File: config.mk
export PLATFORM = sky130hd
export DESIGN_NAME = dgcd_adj_store
export DESIGN_NICKNAME = d
export VERILOG_FILES = /design/src/design/dgcd_pkg.sv /design/src/design/dgcd_adj_store.sv
export SDC_FILE = /design/constraint.sdc
export NUM_CORES = 2
export LEC_CHECK = 0
export ABC_AREA = 1
export BUFFER_PORTS_ARGS = -buffer_cell sky130_fd_sc_hd__buf_2
export CAP_MARGIN = 10
export CORE_ASPECT_RATIO = 1.1
export CORE_MARGIN = 4
export CORE_UTILIZATION = 30
export DETAILED_ROUTE_END_ITERATION = 7
export PLACE_DENSITY = 0.47
export SLEW_MARGIN = 25
export SYNTH_ARGS = -nofsm -noshare
export SYNTH_HDL_FRONTEND = slang
export SYNTH_SLANG_ARGS = --single-unit
File: constraint.sdc
create_clock -name clk -period 6.7 [get_ports clk]
set_input_delay 2.01 -clock clk [delete_from_list [all_inputs] [get_ports clk]]
set_output_delay 2.01 -clock clk [all_outputs]
set_load 0.05 [all_outputs]
File: src/design/dgcd_pkg.sv
// ----------------------------------------------------------------------------
// dgcd_pkg
// Shared types, command codes and helper functions of the directed graph
// cycle detector.
// ----------------------------------------------------------------------------
`default_nettype none

package dgcd_pkg;

  // Graph size follows from the fixed 6-bit vertex fields
  localparam int MAX_VERTICES = 64;
  localparam int VTX_W        = $clog2(MAX_VERTICES);
  localparam int CNT_W        = VTX_W + 1;

  typedef logic [VTX_W-1:0]        vertex_t;
  typedef logic [CNT_W-1:0]        count_t;
  typedef logic [MAX_VERTICES-1:0] vrow_t;

  // Command codes
  localparam logic [1:0] CMD_ADD   = 2'd0;
  localparam logic [1:0] CMD_CHECK = 2'd1;
  localparam logic [1:0] CMD_CLEAR = 2'd2;

  // Adjacency store access request
  typedef struct packed {
    logic    rd_en;
    vertex_t rd_addr;
    logic    wr_en;
    vertex_t wr_addr;
    vrow_t   wr_data;
    logic    clear;
  } adj_req_t;

  // Search stack access request
  typedef struct packed {
    logic    rd_en;
    vertex_t rd_addr;
    logic    wr_en;
    vertex_t wr_addr;
    vertex_t wr_data;
  } stk_req_t;

  // Index of the lowest set bit; zero when no bit is set
  function automatic vertex_t lowest_bit(input vrow_t x);
    vertex_t idx;
    idx = '0;
    for (int i = MAX_VERTICES - 1; i >= 0; i--) begin
      if (x[i]) idx = VTX_W'(i);
    end
    return idx;
  endfunction

  // One bit for every vertex below the active count
  function automatic vrow_t active_mask(input count_t n);
    vrow_t m;
    m = '0;
    for (int i = 0; i < MAX_VERTICES; i++) begin
      m[i] = (CNT_W'(i) < n);
    end
    return m;
  endfunction

endpackage

`default_nettype wire

File: src/design/dgcd_adj_store.sv
// ----------------------------------------------------------------------------
// dgcd_adj_store
// Adjacency bit matrix: one row per source vertex in a synchronous memory,
// with a row valid bit per row so that a clear needs no memory writes.
// ----------------------------------------------------------------------------
`default_nettype none

module dgcd_adj_store
  import dgcd_pkg::*;
(
  input  wire logic     clk,
  input  wire logic     rst_n,
  input  wire adj_req_t req,
  output vrow_t         rd_row
);

  vrow_t mem [MAX_VERTICES];
  vrow_t rd_data_r;
  vrow_t row_valid_r;
  logic  rd_valid_r;

  // Row storage, registered read
  always_ff @(posedge clk) begin
    if (req.wr_en) begin
      mem[req.wr_addr] <= req.wr_data;
    end
    if (req.rd_en) begin
      rd_data_r <= mem[req.rd_addr];
    end
  end

  // Track which rows hold written data since the last clear
  always_ff @(posedge clk) begin
    if (!rst_n) begin
      row_valid_r <= '0;
      rd_valid_r  <= 1'b0;
    end else begin
      if (req.clear) begin
        row_valid_r <= '0;
      end else if (req.wr_en) begin
        row_valid_r[req.wr_addr] <= 1'b1;
      end
      if (req.rd_en) begin
        rd_valid_r <= row_valid_r[req.rd_addr];
      end
    end
  end

  // A row never written since the last clear reads as no edges
  assign rd_row = rd_valid_r ? rd_data_r : '0;

endmodule

`default_nettype wire

==> results.yml <==
outcome:
  status: "finished clean"
sta:
  worst_slew_pin_slew_ps: 1130
  finalHoldViolations: 0
  max_freq_mhz: 192
  finalMaxSlewViolations: 0
  rsz0062_at_grt: "no"
  period_needed_ps: 5200
  min_period_over_period_pct: 77.6
  fin_skew_ps: 42.0
  setup_slack_ps: 1500
  final.setup.tns_ps: 0
  hold_ws_ps: 470
  slew-limit-headroom_pct: 24.8
  finalSetupViolations: 0
global_route:
  grt_max_degree: 159
  grt_pass1_vias: 104000
  grt-ovfl-total: 0
  grt_pass1_wl_um: 818000
  antenna_found_initial: 45
  grtUsageTotal_pct: 20.1
synthesis:
  synth_common_cells: "edfxtp_1 (4,160), nor2_1 (2,124), o21ai_0 (1,810)"
  ys_warn_count: 0
  synth_seq_area_share_pct: 76.2
  yosys_register_bits: 4225
  syn_nets: 13000
  yosys.area.top_type: "edfxtp_1"
  synth_most_common_cell: "edfxtp_1"
  synth-async-reset-ratio_pct: 0
  netlist.area_leader.share_pct: 75.5
  synth_cell_types: 20
  synth_edf_count: 4160
  syn_area_per_cell_um2: 12.8
  syn_inst: 13000
  synth.top_cells.by_area: "edfxtp_1 (75%), o21ai_0 (5.5%), nor2_1 (4.8%)"
  syn_area_um2: 166000
  synth_flop_cell: "edfxtp_1"
final_layout:
  drive_gt1_share_pct: 8.39
  finalCoreUtilization_pct: 34.6
  fin_nets: 13000
  nFillCells: 53600
  multiInputGateArea_um2: 35400
  regArea_um2: 126000
  finalInstanceArea_um2: 190000
  final_cells: 20600
  area_growth_pct: 14.6
power:
  peakVddDrop_mv: 0.239
  p_leak_nw: 61.3
  p_per_area_nw_per_um2: 294
  power_mw: 55.7
drt:
  drtPass1Iterations: 7
  ant_nets: 0
  routed_wl_um: 587000
  vias: 109000
  drc: 0
  vias_per_cell: 5.29
  drt-initial-drc-count: 11500
  avgRoutedWirePerCell_um: 28.5
clock_network:
  post-cts-setup-buffers: 0
  cts_buffers: 409
  clkTransAtPathRegs_ps: 70
  insertion_delay_ps: 1030
  cts_hold_buffers: 0
  cts-root-buf: "clkbuf_16"
  cts.sinks: 4225
  clockBufferDepth: 4
  cts_resized: 0
  cts_tree: "yes"
  ctsHtreeMaxLevel: 5
min_path:
  hp-class: "register to register"
job:
  drv_cap: 0
placement:
  placed_area_um2: 176000
  hpwl_um: 283000
  gp_congestion: 0.751
  dp_cells: 19800
  place_ws_ps: 1850
  place.port_buffers: 144
die:
  fp-row-count: 285
  die_h_um: 787
  die_x_um: 716
  io_pins: 145
  core_area_um2: 549000
  die-area_um2: 564000
  initial_utilization_pct: 30.2
critical_path:
  required_ps: 4690
  critPathSlowestCell: "dfxtp_4"
  end_kind: "output pin"
  worstPathCellList: "buf_4 -> nand2_1 -> inv_1 -> buf_2"
  critical_path.max_stage_delay_ps: 870
  path_class: "register to output pin"
  cp.arrival_ps: 3190
  start_kind: "register"
  path_max_fanout: 39
-- path summary, 6_finish.rpt --
path / endpoint / slack, ps / depth (start not counted) / start
hold reg to reg: row_valid_r[56] / 470 / 2 / row_valid_r[56]
setup reg to reg: rd_valid_r / 4910 / 5 / rd_valid_r
setup / recovery: rd_row[6] / 1500 / 4 / rd_valid_r
hold / removal: row_valid_r[56] / 470 / 2 / row_valid_r[56]
-- power breakdown --
part	total, mW	internal (mW)	switching, mW
registers	29.4	29.2	0.117
clock network	23.1	12.8	10.2
logic	3.26	0.810	2.45
-- per-layer routing --
| metal | GRT usage [%] | vias to the layer above | share of wire (%) |
|---|---|---|---|
| met5 | 0 | - | 0.033 |
| met4 | 5.68 | 32 | 3.1 |
| met3 | 2.95 | 839 | 6.3 |
| met2 | 33.6 | 3634 | 48 |
| met1 | 27.2 | 57000 | 43 |
| li1 | - | 47400 | - |
-- cell type report --
cell class / count / share of cell area [%]
sequential: 4225 / 66.5
multi-input combinational: 7647 / 18.6
clock buffer: 513 / 5.71
tap: 7318 / 4.82
timing repair buffer: 466 / 2.75
clock inverter: 235 / 1.19
inverter: 166 / 0.355
antenna: 19 / 0.0251
-- critical path, delay by kind of cell (launching register included) --
kind	cells	cell delay (ps)
buf+inv	3	910
flops	1	870
simple gates	1	380
-- cells in the final DEF (no fill, tap or decap), types with 78 or more instances in the layout --
cell type  instances
clkinv_2          78
nand3_1          957
o21ai_1          174
clkbuf_1          89
nand2_1         1543
edfxtp_1        4160
buf_12           152
nor2_1          2060
inv_1            159
o21ai_0         1810
clkinv_1          86
buf_4            221
o22ai_1          960
clkbuf_16        415
buf_2             87
-- sequential cells by signal, indices dropped and copies added, names as in the netlist --
register / flops
mem: 4096
rd_data_r: 64
row_valid_r: 64
rd_valid_r: 1
-- kinds of logic (layout without fill, tap and decap cells) --
logic type / after synthesis / count (layout) / share of synthesized area [%]
buf+inv: 1087 / 1380 / 2.68
other cells: 0 / 19 / 0
compound gates: 3008 / 3008 / 9.82
simple gates: 4639 / 4639 / 11.3
flops: 4225 / 4225 / 76.2
(Power assumes the default switching activity.)
