File: src/design/dgcd_pkg.sv
// ----------------------------------------------------------------------------
// dgcd_pkg
// Shared types, command codes and helper functions of the directed graph
// cycle detector.
// ----------------------------------------------------------------------------
`default_nettype none

package dgcd_pkg;

  // Graph size follows from the fixed 6-bit vertex fields
  localparam int MAX_VERTICES = 64;
  localparam int VTX_W        = $clog2(MAX_VERTICES);
  localparam int CNT_W        = VTX_W + 1;

  typedef logic [VTX_W-1:0]        vertex_t;
  typedef logic [CNT_W-1:0]        count_t;
  typedef logic [MAX_VERTICES-1:0] vrow_t;

  // Command codes
  localparam logic [1:0] CMD_ADD   = 2'd0;
  localparam logic [1:0] CMD_CHECK = 2'd1;
  localparam logic [1:0] CMD_CLEAR = 2'd2;

  // Adjacency store access request
  typedef struct packed {
    logic    rd_en;
    vertex_t rd_addr;
    logic    wr_en;
    vertex_t wr_addr;
    vrow_t   wr_data;
    logic    clear;
  } adj_req_t;

  // Search stack access request
  typedef struct packed {
    logic    rd_en;
    vertex_t rd_addr;
    logic    wr_en;
    vertex_t wr_addr;
    vertex_t wr_data;
  } stk_req_t;

  // Index of the lowest set bit; zero when no bit is set
  function automatic vertex_t lowest_bit(input vrow_t x);
    vertex_t idx;
    idx = '0;
    for (int i = MAX_VERTICES - 1; i >= 0; i--) begin
      if (x[i]) idx = VTX_W'(i);
    end
    return idx;
  endfunction

  // One bit for every vertex below the active count
  function automatic vrow_t active_mask(input count_t n);
    vrow_t m;
    m = '0;
    for (int i = 0; i < MAX_VERTICES; i++) begin
      m[i] = (CNT_W'(i) < n);
    end
    return m;
  endfunction

endpackage

`default_nettype wire

File: src/design/dgcd_stack.sv
// ----------------------------------------------------------------------------
// dgcd_stack
// Search stack of the depth-first walk: vertex entries in a synchronous
// memory with a registered read port.
// ----------------------------------------------------------------------------
`default_nettype none

module dgcd_stack
  import dgcd_pkg::*;
(
  input  wire logic     clk,
  input  wire stk_req_t req,
  output vertex_t       rd_data
);

  vertex_t mem [MAX_VERTICES];
  vertex_t rd_data_r;

  // Push writes, pop reads the new top
  always_ff @(posedge clk) begin
    if (req.wr_en) begin
      mem[req.wr_addr] <= req.wr_data;
    end
    if (req.rd_en) begin
      rd_data_r <= mem[req.rd_addr];
    end
  end

  assign rd_data = rd_data_r;

endmodule

`default_nettype wire

File: config.mk
export PLATFORM = sky130hd
export DESIGN_NAME = dgcd_stack
export DESIGN_NICKNAME = d
export VERILOG_FILES = /design/src/design/dgcd_pkg.sv /design/src/design/dgcd_stack.sv
export SDC_FILE = /design/constraint.sdc
export NUM_CORES = 1
export LEC_CHECK = 0
export BUFFER_PORTS_ARGS = -buffer_cell sky130_fd_sc_hd__buf_2
export CAP_MARGIN = 20
export CORE_MARGIN = 10
export CORE_UTILIZATION = 60
export CTS_CLUSTER_DIAMETER = 60
export DETAILED_ROUTE_END_ITERATION = 10
export HOLD_SLACK_MARGIN = 0.15
export PLACE_DENSITY = 0.77
export SYNTH_ARGS = -nofsm -noshare
export SYNTH_HDL_FRONTEND = slang
export SYNTH_SLANG_ARGS = --single-unit
File: constraint.sdc
create_clock -name clk -period 2.18 [get_ports clk]
set_clock_uncertainty 0.2 [all_clocks]
set_input_delay 0.109 -clock clk [delete_from_list [all_inputs] [get_ports clk]]
set_output_delay 0.109 -clock clk [all_outputs]
set_load 0.005 [all_outputs]
==> results_dict.tcl <==
set metrics [dict create \
    crit_required_ns 2.25 \
    layout.nets 889 \
    antenna_found_initial 1 \
    crit_fanout 1 \
    ys_types 36 \
    critPathArrivalTime_ns 2.17 \
    cp_cell_sequence "mux4_1 -> mux2_2 -> o21ai_1 -> a21oi_1 -> o22a_1" \
    track_usage_pct 20.8 \
    gp_congestion 0.846 \
    r2r_start "mem[49][1]" \
    placedCellCount 1143 \
    dieArea_um2 32300 \
    worstMarginPinSlew_ns 0.741 \
    dp_hpwl_um 21700 \
    pre_cts_slack_ns -0.0425 \
    synth_area_leader_cell "edfxtp_1" \
    run_status "completed" \
    clk_path_buf_depth 3 \
    final.setup.tns_ns 0 \
    core-area_um2 25100 \
    powerDensity_nw_per_um2 859 \
    cpPeakStageDelay_ns 0.52 \
    cts_sinks 390 \
    relSlewSlack_pct 50.6 \
    clkSlewWorstSetupHoldPaths_ns 0.06 \
    ff_latch_area_um2 11700 \
    drv_slew 0 \
    yosysSeqAreaShare_pct 76.6 \
    grt_max_degree 65 \
    cap_violations 0 \
    r2r_cells 5 \
    instances_no_fill 1226 \
    num_vias 7931 \
    drtIter0Drc 922 \
    crit_start "mem[49][1]" \
    synth_edf_count 390 \
    syn_nets 741 \
    ff2ff_setup_slack_ns 0.08 \
    ant_nets 0 \
    cts_tree "yes" \
    hp-class "in -> reg" \
    hold_depth 3 \
    port_buffers 26 \
    cts_htree_levels 2 \
    start_kind "register" \
    synth_area_leaders "edfxtp_1 77%, mux4_2 13%, nor2_1 1.6%, mux4_1 1.0%, mux2i_1 0.98%" \
    worst_slack_ns 0.0774 \
    min_to "mem[53][0]" \
    crit_path_top_delay_cell "mux4_1" \
    drive_gt1_share_pct 31.6 \
    die_x_um 180 \
    synth.avg_cell_area_um2 21.2 \
    yosys.area.top_type_share_pct 76.6 \
    worstSetupEndpointType "register" \
    vdd.ir_drop.worst_mv 0.749 \
    area_growth_pct 17.0 \
    final_util_pct 71.2 \
    period_share_pct 96.4 \
    reg2reg_to "rd_data[1]" \
    synth_seq_cells 390 \
    post_cts_buffers 0 \
    drt-total-wl_um 34300 \
    grt_pass1_wl_um 51600 \
    multi_input_area_um2 3330 \
    io-pin-count 27 \
    path_class "reg -> reg" \
    setup_violations 0 \
    wl_per_cell_um 27.9 \
    grt_pass1_vias 8195 \
    grt-ovfl-total 0 \
    core.rowCount 58 \
    die_h_um 180 \
    fmax_mhz 476 \
    floorplan.initialDensity_pct 60.9 \
    leakage_nw 5.83 \
    ys.flop_type "edfxtp_1" \
    min-delay-start "req[10]" \
    worstSkewPairLatency_ns 0.53 \
    numCtsBuffers 38 \
    first_pass_iters 6 \
    synthesis.area_um2 15300 \
    finalCriticalPeriod_ns 2.10 \
    via_per_inst 6.47 \
    postSynth.asyncResetShare_pct 0 \
    rsz0062_at_grt "false" \
    ys_warn_count 0 \
    syn_inst 720 \
    fill_cells 1462 \
    final-hold-violation-count 0 \
    drc 0 \
    cts_root_buffer "clkbuf_16" \
]
## sequential cells by signal (all words and copies together) (netlist names)
name / cells
mem: 384
rd_data: 6
## synthesized netlist by cell type (5+ instances only)
cell type	count
nand2_1	8
clkbuf_1	16
mux2i_1	15
a21oi_1	6
buf_2	13
nor2b_1	8
o21ai_1	6
a211oi_1	6
nor3_1	5
buf_6	5
o221ai_1	9
edfxtp_1	390
nand2b_1	5
nand3_1	11
o22ai_1	12
mux4_2	87
nor2_1	67
o22a_1	6
mux4_1	6
mux2_2	9
## layer usage
metal / share of wire (%) / vias to the layer above / global-route usage (%) / wire [um]
met3: 9.3 / 59 / 4.68 / 3190
li1: - / 3320 / - / -
met5: 0 / - / 0 / 0
met1: 39 / 4111 / 28.5 / 13300
met4: 1.9 / 0 / 4.86 / 641
met2: 50 / 441 / 33.7 / 17100
## placed cells by master (no fill, tap or decap), types with 6 or more instances in the layout
| cell | n |
|---|---|
| clkbuf_1 | 9 |
| mux2_2 | 9 |
| mux4_2 | 87 |
| buf_12 | 14 |
| mux2i_1 | 15 |
| o22a_1 | 6 |
| a21oi_1 | 6 |
| o21ai_1 | 6 |
| dlygate4sd3_1 | 15 |
| o22ai_1 | 12 |
| clkinv_1 | 10 |
| nor2b_1 | 8 |
| buf_2 | 23 |
| edfxtp_1 | 390 |
| mux4_1 | 6 |
| nand2_1 | 8 |
| clkbuf_16 | 41 |
| o221ai_1 | 9 |
| buf_4 | 93 |
| nor2_1 | 67 |
| nand3_1 | 11 |
## critical path: cells and delay by family, from the launching register on
| kind | cells | cell delay, ns |
|---|---|---|
| DFF | 1 | 0.38 |
| AOI/OAI and AO/OA | 3 | 0.43 |
| muxes | 2 | 0.84 |
## how the worst max path moves through the flow
stage,to,slack (ns),cells after the start
3_5_place_dp,rd_data[3],-0.04,8
5_1_grt,rd_data[0],0.02,7
6_report,rd_data[1],0.08,5
2_1_floorplan,rd_data[0],0.19,7
4_1_cts,rd_data[3],0.03,7
3_3_place_gp,rd_data[4],0.002,8
## stage by stage
stage	cell area, um^2	total power [mW]	hold WS (ns)
floorplan	15300	8.94	0.00787
global route	17900	15.8	0.180
global placement	16600	9.30	0.269
finish	17900	15.4	0.170
CTS	17900	15.4	0.151
detailed placement	16600	9.33	0.275
## power breakdown
| part | leakage, nW | internal, mW | switching (mW) | total, mW |
|---|---|---|---|---|
| sequential | 3.51 | 8.32 | 0.0225 | 8.34 |
| clock | 0.570 | 3.53 | 2.62 | 6.16 |
| combinational | 1.75 | 0.373 | 0.499 | 0.872 |
## cells by family after synthesis
group / count (synthesis) / share of synthesized area [%]
multiplexers: 117 / 15.5
AND/OR/NAND/NOR: 120 / 3.66
AO/OA/AOI/OAI: 54 / 2.59
buffers and inverters: 39 / 1.65
flip-flops: 390 / 76.6
## final cells by class
cell class	count	share of cell area, %
tap	330	2.31
clock buffer	50	5.93
sequential	390	65.5
multi-input combinational	291	18.6
timing repair buffer	147	7.06
clock inverter	17	0.567
antenna	1	0.0140
## what timing repair did
action	in CTS	in global routing
hold buffers	15	0
gates resized for setup	1	3
hold endpoints to repair	325	0
setup endpoints to repair	1	5
No activity file was read; power rests on OpenSTA's default activity.
